File: config.mk
export PLATFORM = sky130hd
export DESIGN_NAME = hcpm_fmul
export DESIGN_NICKNAME = d
export VERILOG_FILES = /design/src/hyper_connection_post_mixer_top_macros.svh /design/src/hcpm_pkg.sv /design/src/hcpm_fmul.sv
export SDC_FILE = /design/constraint.sdc
export NUM_CORES = 2
export LEC_CHECK = 0
export ABC_AREA = 1
export BUFFER_PORTS_ARGS = -buffer_cell sky130_fd_sc_hd__buf_2
export CELL_PAD_IN_SITES_DETAIL_PLACEMENT = 0
export CELL_PAD_IN_SITES_GLOBAL_PLACEMENT = 1
export CORE_MARGIN = 3
export CORE_UTILIZATION = 32
export CTS_CLUSTER_DIAMETER = 80
export DETAILED_ROUTE_END_ITERATION = 8
export PLACE_DENSITY = 0.66
export SLEW_MARGIN = 20
export SYNTH_ARGS = -nofsm -noshare
export SYNTH_HDL_FRONTEND = slang
export SYNTH_SLANG_ARGS = --single-unit
export TNS_END_PERCENT = 5
File: constraint.sdc
create_clock -name i_clk -period 21 [get_ports i_clk]
set_input_delay 1.05 -clock i_clk [delete_from_list [all_inputs] [get_ports i_clk]]
set_output_delay 1.05 -clock i_clk [all_outputs]
set_load 0.05 [all_outputs]
File: src/hyper_connection_post_mixer_top_macros.svh
// ----------------------------------------------------------------------------
// hyper connection post mixer assertion macros
// shared property forms for the top level checks
// ----------------------------------------------------------------------------
`ifndef HYPER_CONNECTION_POST_MIXER_TOP_MACROS_SVH
`define HYPER_CONNECTION_POST_MIXER_TOP_MACROS_SVH

`ifndef NO_ASSERTIONS
// consequent holds in the cycle after the antecedent
`define HCPM_ASSERT_NEXT(lbl, ante, cons) \
    lbl: assert property (@(posedge i_clk) disable iff (!i_rst_n) (ante) |=> (cons)) \
        else $error("hcpm check failed");
// consequent holds in the same cycle
`define HCPM_ASSERT_SAME(lbl, ante, cons) \
    lbl: assert property (@(posedge i_clk) disable iff (!i_rst_n) (ante) |-> (cons)) \
        else $error("hcpm check failed");
`else
`define HCPM_ASSERT_NEXT(lbl, ante, cons)
`define HCPM_ASSERT_SAME(lbl, ante, cons)
`endif

`endif

File: src/hcpm_pkg.sv
// ----------------------------------------------------------------------------
// hcpm_pkg
// constants, types, fp32 normalize / round and bf16 helpers of the post mixer
// ----------------------------------------------------------------------------
package hcpm_pkg;

    localparam int STREAMS    = 4;
    localparam int LANES      = 4;
    localparam int NS         = (STREAMS < 1) ? 1 : ((STREAMS < LANES) ? STREAMS : LANES);
    localparam int GAIN_SLOTS = 8;
    localparam int TERMS      = LANES + 1;
    localparam int ADD_LAT    = 4;
    localparam int MUL_LAT    = 3;
    localparam int PIPE_LAT   = MUL_LAT + TERMS * ADD_LAT;

    localparam logic REQ_LOAD = 1'b0;
    localparam logic REQ_DATA = 1'b1;

    // value = m / 2^47 * 2^(x - 127)
    typedef struct packed {
        logic               sign;
        logic               nan;
        logic               inf;
        logic signed [11:0] x;
        logic        [47:0] m;
    } t_pre;

    typedef struct packed {
        logic               sign;
        logic               nan;
        logic               inf;
        logic               zero;
        logic               right;
        logic         [5:0] amt;
        logic signed [11:0] e;
        logic        [47:0] m;
    } t_norm;

    function automatic t_norm f_prep(input t_pre p);
        t_norm              n;
        logic         [5:0] lz;
        logic signed [11:0] xn;
        logic signed [11:0] rs;
        lz = 6'd48;
        for (int i = 0; i < 48; i++) begin
            if (p.m[i]) lz = 6'(47 - i);
        end
        n.sign = p.sign;
        n.nan  = p.nan;
        n.inf  = p.inf;
        n.zero = (p.m == 48'd0);
        n.m    = p.m;
        xn     = p.x - $signed({6'd0, lz});
        rs     = 12'sd1 - p.x;
        if (xn >= 12'sd1) begin
            n.right = 1'b0;
            n.amt   = lz;
            n.e     = xn;
        end else if (p.x >= 12'sd1) begin
            // lands in the subnormal range
            n.right = 1'b0;
            n.amt   = 6'(p.x - 12'sd1);
            n.e     = 12'sd1;
        end else begin
            n.right = 1'b1;
            n.amt   = (rs > 12'sd63) ? 6'd63 : 6'(rs);
            n.e     = 12'sd1;
        end
        return n;
    endfunction

    function automatic logic [31:0] f_round(input t_norm n);
        logic        [47:0] mm;
        logic        [47:0] msk;
        logic               st;
        logic               up;
        logic        [24:0] s25;
        logic        [23:0] mt;
        logic signed [11:0] e;
        if (n.right) begin
            mm  = n.m >> n.amt;
            msk = ~(48'hFFFF_FFFF_FFFF << n.amt);
            st  = |(n.m & msk);
        end else begin
            mm  = n.m << n.amt;
            msk = 48'd0;
            st  = 1'b0;
        end
        mt  = mm[47:24];
        st  = st | (|mm[22:0]);
        up  = mm[23] & (st | mt[0]);
        s25 = {1'b0, mt} + {24'd0, up};
        e   = n.e;
        if (s25[24]) begin
            mt = s25[24:1];
            e  = e + 12'sd1;
        end else begin
            mt = s25[23:0];
        end
        if (n.nan) return 32'h7FC0_0000;
        if (n.inf) return {n.sign, 8'hFF, 23'd0};
        if (n.zero) return {n.sign, 31'd0};
        if (e >= 12'sd255) return {n.sign, 8'hFF, 23'd0};
        return {n.sign, (mt[23] ? e[7:0] : 8'd0), mt[22:0]};
    endfunction

    function automatic logic [15:0] f_bf16(input logic [31:0] b);
        logic [31:0] r;
        r = b + 32'h0000_7FFF + {31'd0, b[16]};
        if ((b[30:23] == 8'hFF) && (b[22:0] != 23'd0)) return 16'h7FC0;
        return r[31:16];
    endfunction

endpackage

File: src/hcpm_fmul.sv
// ----------------------------------------------------------------------------
// hcpm_fmul
// fp32 multiplier, three stages: product, normalize count, round and pack
// ----------------------------------------------------------------------------
module hcpm_fmul
    import hcpm_pkg::*;
(
    input  logic        i_clk,
    input  logic        i_en,
    input  logic [31:0] i_a,
    input  logic [31:0] i_b,
    output logic [31:0] o_p
);

    t_pre        r_s1, n_s1;
    t_norm       r_s2;
    logic [31:0] r_s3;

    logic [7:0]  w_ea, w_eb, w_xa, w_xb;
    logic        w_nan_a, w_nan_b, w_inf_a, w_inf_b, w_zer_a, w_zer_b;

    always_comb begin
        w_ea    = i_a[30:23];
        w_eb    = i_b[30:23];
        w_xa    = (w_ea == 8'd0) ? 8'd1 : w_ea;
        w_xb    = (w_eb == 8'd0) ? 8'd1 : w_eb;
        w_nan_a = (w_ea == 8'hFF) && (i_a[22:0] != 23'd0);
        w_nan_b = (w_eb == 8'hFF) && (i_b[22:0] != 23'd0);
        w_inf_a = (w_ea == 8'hFF) && (i_a[22:0] == 23'd0);
        w_inf_b = (w_eb == 8'hFF) && (i_b[22:0] == 23'd0);
        w_zer_a = (i_a[30:0] == 31'd0);
        w_zer_b = (i_b[30:0] == 31'd0);
        n_s1.sign = i_a[31] ^ i_b[31];
        n_s1.nan  = w_nan_a | w_nan_b | (w_inf_a & w_zer_b) | (w_zer_a & w_inf_b);
        n_s1.inf  = w_inf_a | w_inf_b;
        n_s1.x    = $signed({4'd0, w_xa}) + $signed({4'd0, w_xb}) - 12'sd126;
        n_s1.m    = {24'd0, (w_ea != 8'd0), i_a[22:0]} * {24'd0, (w_eb != 8'd0), i_b[22:0]};
    end

    always_ff @(posedge i_clk) begin
        if (i_en) begin
            r_s1 <= n_s1;
            r_s2 <= f_prep(r_s1);
            r_s3 <= f_round(r_s2);
        end
    end

    assign o_p = r_s3;

endmodule

==> impl.org <==
** Clock network
- CTS Root Cell :: sky130_fd_sc_hd__clkbuf_16
- CTS resizes :: 0
- Hold Buf Count CTS :: 0
- Once the clock tree was built, the setup fixing pass inserted 0 buffers.
- Clock tree synthesis inserted a total of 17 buffers.
- Clock Tree Buf Depth :: 2
- CTS saw ~160 sinks.
- Clock network latency to the later pin of the worst-skew pair :: between 0.4 and 0.5 ns
- The H-tree was split into 4 levels.
- Worst-path clk slew :: roughly 0.080 ns
- Clock tree from TritonCTS :: built

** Worst setup path
- CP dominant cell by count :: sky130_fd_sc_hd__fa_1
- Cell with the largest stage delay on the worst path :: sky130_fd_sc_hd__buf_2
- Nature of the critical path startpoint :: primary input
- Counting both buffers and inverters, the worst setup path holds a total of 7.
- Crit path arrival time :: 8.45 ns
- Setup Crit Path Kind :: in -> reg
- Largest stage delay, worst path :: a little over 0.6 ns
- Crit path required time :: 21.19 ns
- Of all nets on the critical path, the largest fanout is 25.
- The critical path crosses 28 cells after its start point.
- Worst reg-to-reg path cell count :: 32
- Among cell families on the critical path, the largest total delay comes from adder cells.
- The worst setup path is captured at a register.

** Global route
- Via count of the first global-routing pass :: 26974
- Maximum number of pins on one net before global-route repair :: 90
- First-pass GRT wire length :: approximately 160000 um
- For this run the aggregate overflow at the end of global routing stands at 0.
- In the global route stage, overall resource usage came out at 0.197.
- The initial antenna violation count was 3.

** Placement
- HPWL after detailed placement :: between 70000 and 80000 um
- Port buffering added 97 buffers.
- Final weighted congestion of routability-driven global placement :: between 0.8 and 0.9

** Job
- Max Cap Violations :: 0

** Timing
- Final max-slew violation count :: 0
- Setup violations remaining at the end of the flow were counted as 0.
- Fin Clk Skew :: ~0.022 ns
- The smallest clock period supported by the final layout is computed as around 8.3 ns.
- Final worst path period share :: 0.393
- At the pin with the least slew margin, the transition time is approximately 1.1 ns.
- Setup repair after global routing missed its margin :: no
- Maximum frequency from static timing analysis :: around 0.12 GHz
- Worst-case headroom to the max-slew limit :: 0.288
- For the final routed database, the setup TNS stands at 0 ns.
- Final Hold Vio Count :: 0
- Final hold slack :: around 0.43 ns

** Die
- Core Area :: approximately 97000 um2
- Ports :: 98
- The initialized floorplan defines around 110 standard-cell rows.
- Vertical extent of the die :: 321 um
- The die covers just over 100000 um2.
- From left edge to right edge, the die measures between 300 and 400 um.
- For this configuration, the core starts out at a cell density of 0.326.

** Synthesis
- Yosys warning count :: 0
- The number of nets handed over by synthesis was 4909.
- In the post-synthesis netlist, the biggest area contributors are sky130_fd_sc_hd__fa_1, sky130_fd_sc_hd__edfxtp_1, sky130_fd_sc_hd__nand2_1.
- Dividing the synthesized area by the synthesized cell count gives approximately 7.6 um2.
- Sequential-to-total area share from yosys stat :: 0.154
- Cell taking the most area after synthesis :: sky130_fd_sc_hd__fa_1
- The mapped netlist covers between 30000 and 40000 um2.
- The most common cell in the synthesized netlist is sky130_fd_sc_hd__nand2_1.
- Mapped Cells :: a little over 4000
- Of the post-synthesis cell area, the dominant cell type holds 0.305.
- For this run, asynchronously set or reset flops after synthesis account for 0.
- For this run, the leading register cell type out of synthesis is sky130_fd_sc_hd__edfxtp_1.
- Synth unique cells :: 71
- Most frequent cells after synthesis :: sky130_fd_sc_hd__nand2_1, sky130_fd_sc_hd__inv_1, sky130_fd_sc_hd__fa_1
- Counting flops with a built-in enable in the synthesized netlist gives approximately 160.
- After synthesis the netlist holds a flip-flop and latch count of ~160.

** Finish
- Area growth from synthesis to layout :: 6.21%
- Proportion of layout cells with a drive suffix above 1 :: 0.0548
- Final Net Count :: around 4800
- 0 antenna diodes ended up in the layout.

** Worst hold path
- Hold crit path type :: reg -> reg
- Counting instances, the worst hold path has a depth of 0.

** Routing
- Initial drt markers :: 2064
- Length of the first detailed-routing pass in iterations :: 6
- Dividing the detail-routed via count by the number of cells gives a little under 5.
- Routed wire length :: about 100000 um
- Count of vias placed by the detailed router :: 26376
- Wire length per cell :: around 19 um
- In this run the remaining antenna-violating nets after routing total 0.
- Number of DRC violations after detailed routing :: 0

** Status
- The run finished with clean final reports.
## layer usage
metal	wire [um]	share of wire	track usage
met5	0	0	0
met4	2770	0.028	0.0531
met3	6320	0.063	0.0259
met2	45800	0.46	0.321
met1	45500	0.45	0.275
## path summary, 6_finish.rpt
check / from / to / slack, ns
min: r_s1[60] / r_s2[68] / 0.43
max: i_b[9] / r_s1[46] / 12.74
max reg2reg: r_s2[60] / o_p[7] / 14.88
min reg2reg: r_s1[60] / r_s2[68] / 0.43
## metrics by stage
step           area (um2)  std cells  setup slack, ns  utilization
5_1_grt             33700       5362            12.19        0.346
2_1_floorplan       31700       4159            12.97            -
4_1_cts             33700       5362            12.71        0.346
3_5_place_dp        33000       5330            12.23        0.339
3_3_place_gp        33000       5330            12.33        0.339
6_report            33700       5362            12.74        0.346
## flip-flops by register name, summed over array words and instances, names as in the netlist
register	cells
r_s2	70
r_s1	61
o_p	32
## kinds of logic (layout without fill, tap and decap cells)
| family | after synthesis | count (layout) | synth area share |
|---|---|---|---|
| adder cells (fa/ha/maj) | 684 | 684 | 0.384 |
| multiplexers | 19 | 19 | 0.00600 |
| XOR/XNOR | 96 | 96 | 0.0265 |
| AO/OA/AOI/OAI | 559 | 559 | 0.100 |
| other | 1 | 1 | 0.000118 |
| buffers and inverters | 1187 | 1114 | 0.144 |
| flip-flops | 163 | 163 | 0.154 |
| AND/OR/NAND/NOR | 1450 | 1450 | 0.185 |
## layout by cell type (no fill, tap or decap), drive strengths merged, types with 69 or more instances in the layout
cell    count
a21oi     196
o21ai     244
inv       954
fa        484
nand2    1099
nor2      182
ha        200
edfxtp    163
nand3      78
xor2       69
buf       124
## worst register-to-register path, delay by kind of cell (launching register included)
kind | cells | cell delay [ns]
and+or+nand+nor | 18 | 2.62
adders and majority gates | 1 | 0.19
AOI/OAI and AO/OA | 7 | 1.36
xor gates and xnor gates | 1 | 0.17
DFF | 1 | 0.36
buffers and inverters | 5 | 1.31
## cell type report
class | count | area, um2
clock buffer | 17 | 425
clock inverter | 15 | 214
fill | 10482 | 63700
inverter | 958 | 3600
multi-input combinational | 2809 | 22300
sequential | 163 | 4890
tap | 1276 | 1600
timing repair buffer | 124 | 694
Power is left out: the tool's default activity adds up to more than one toggle a clock period on the data nets, which glitch-free logic cannot reach.
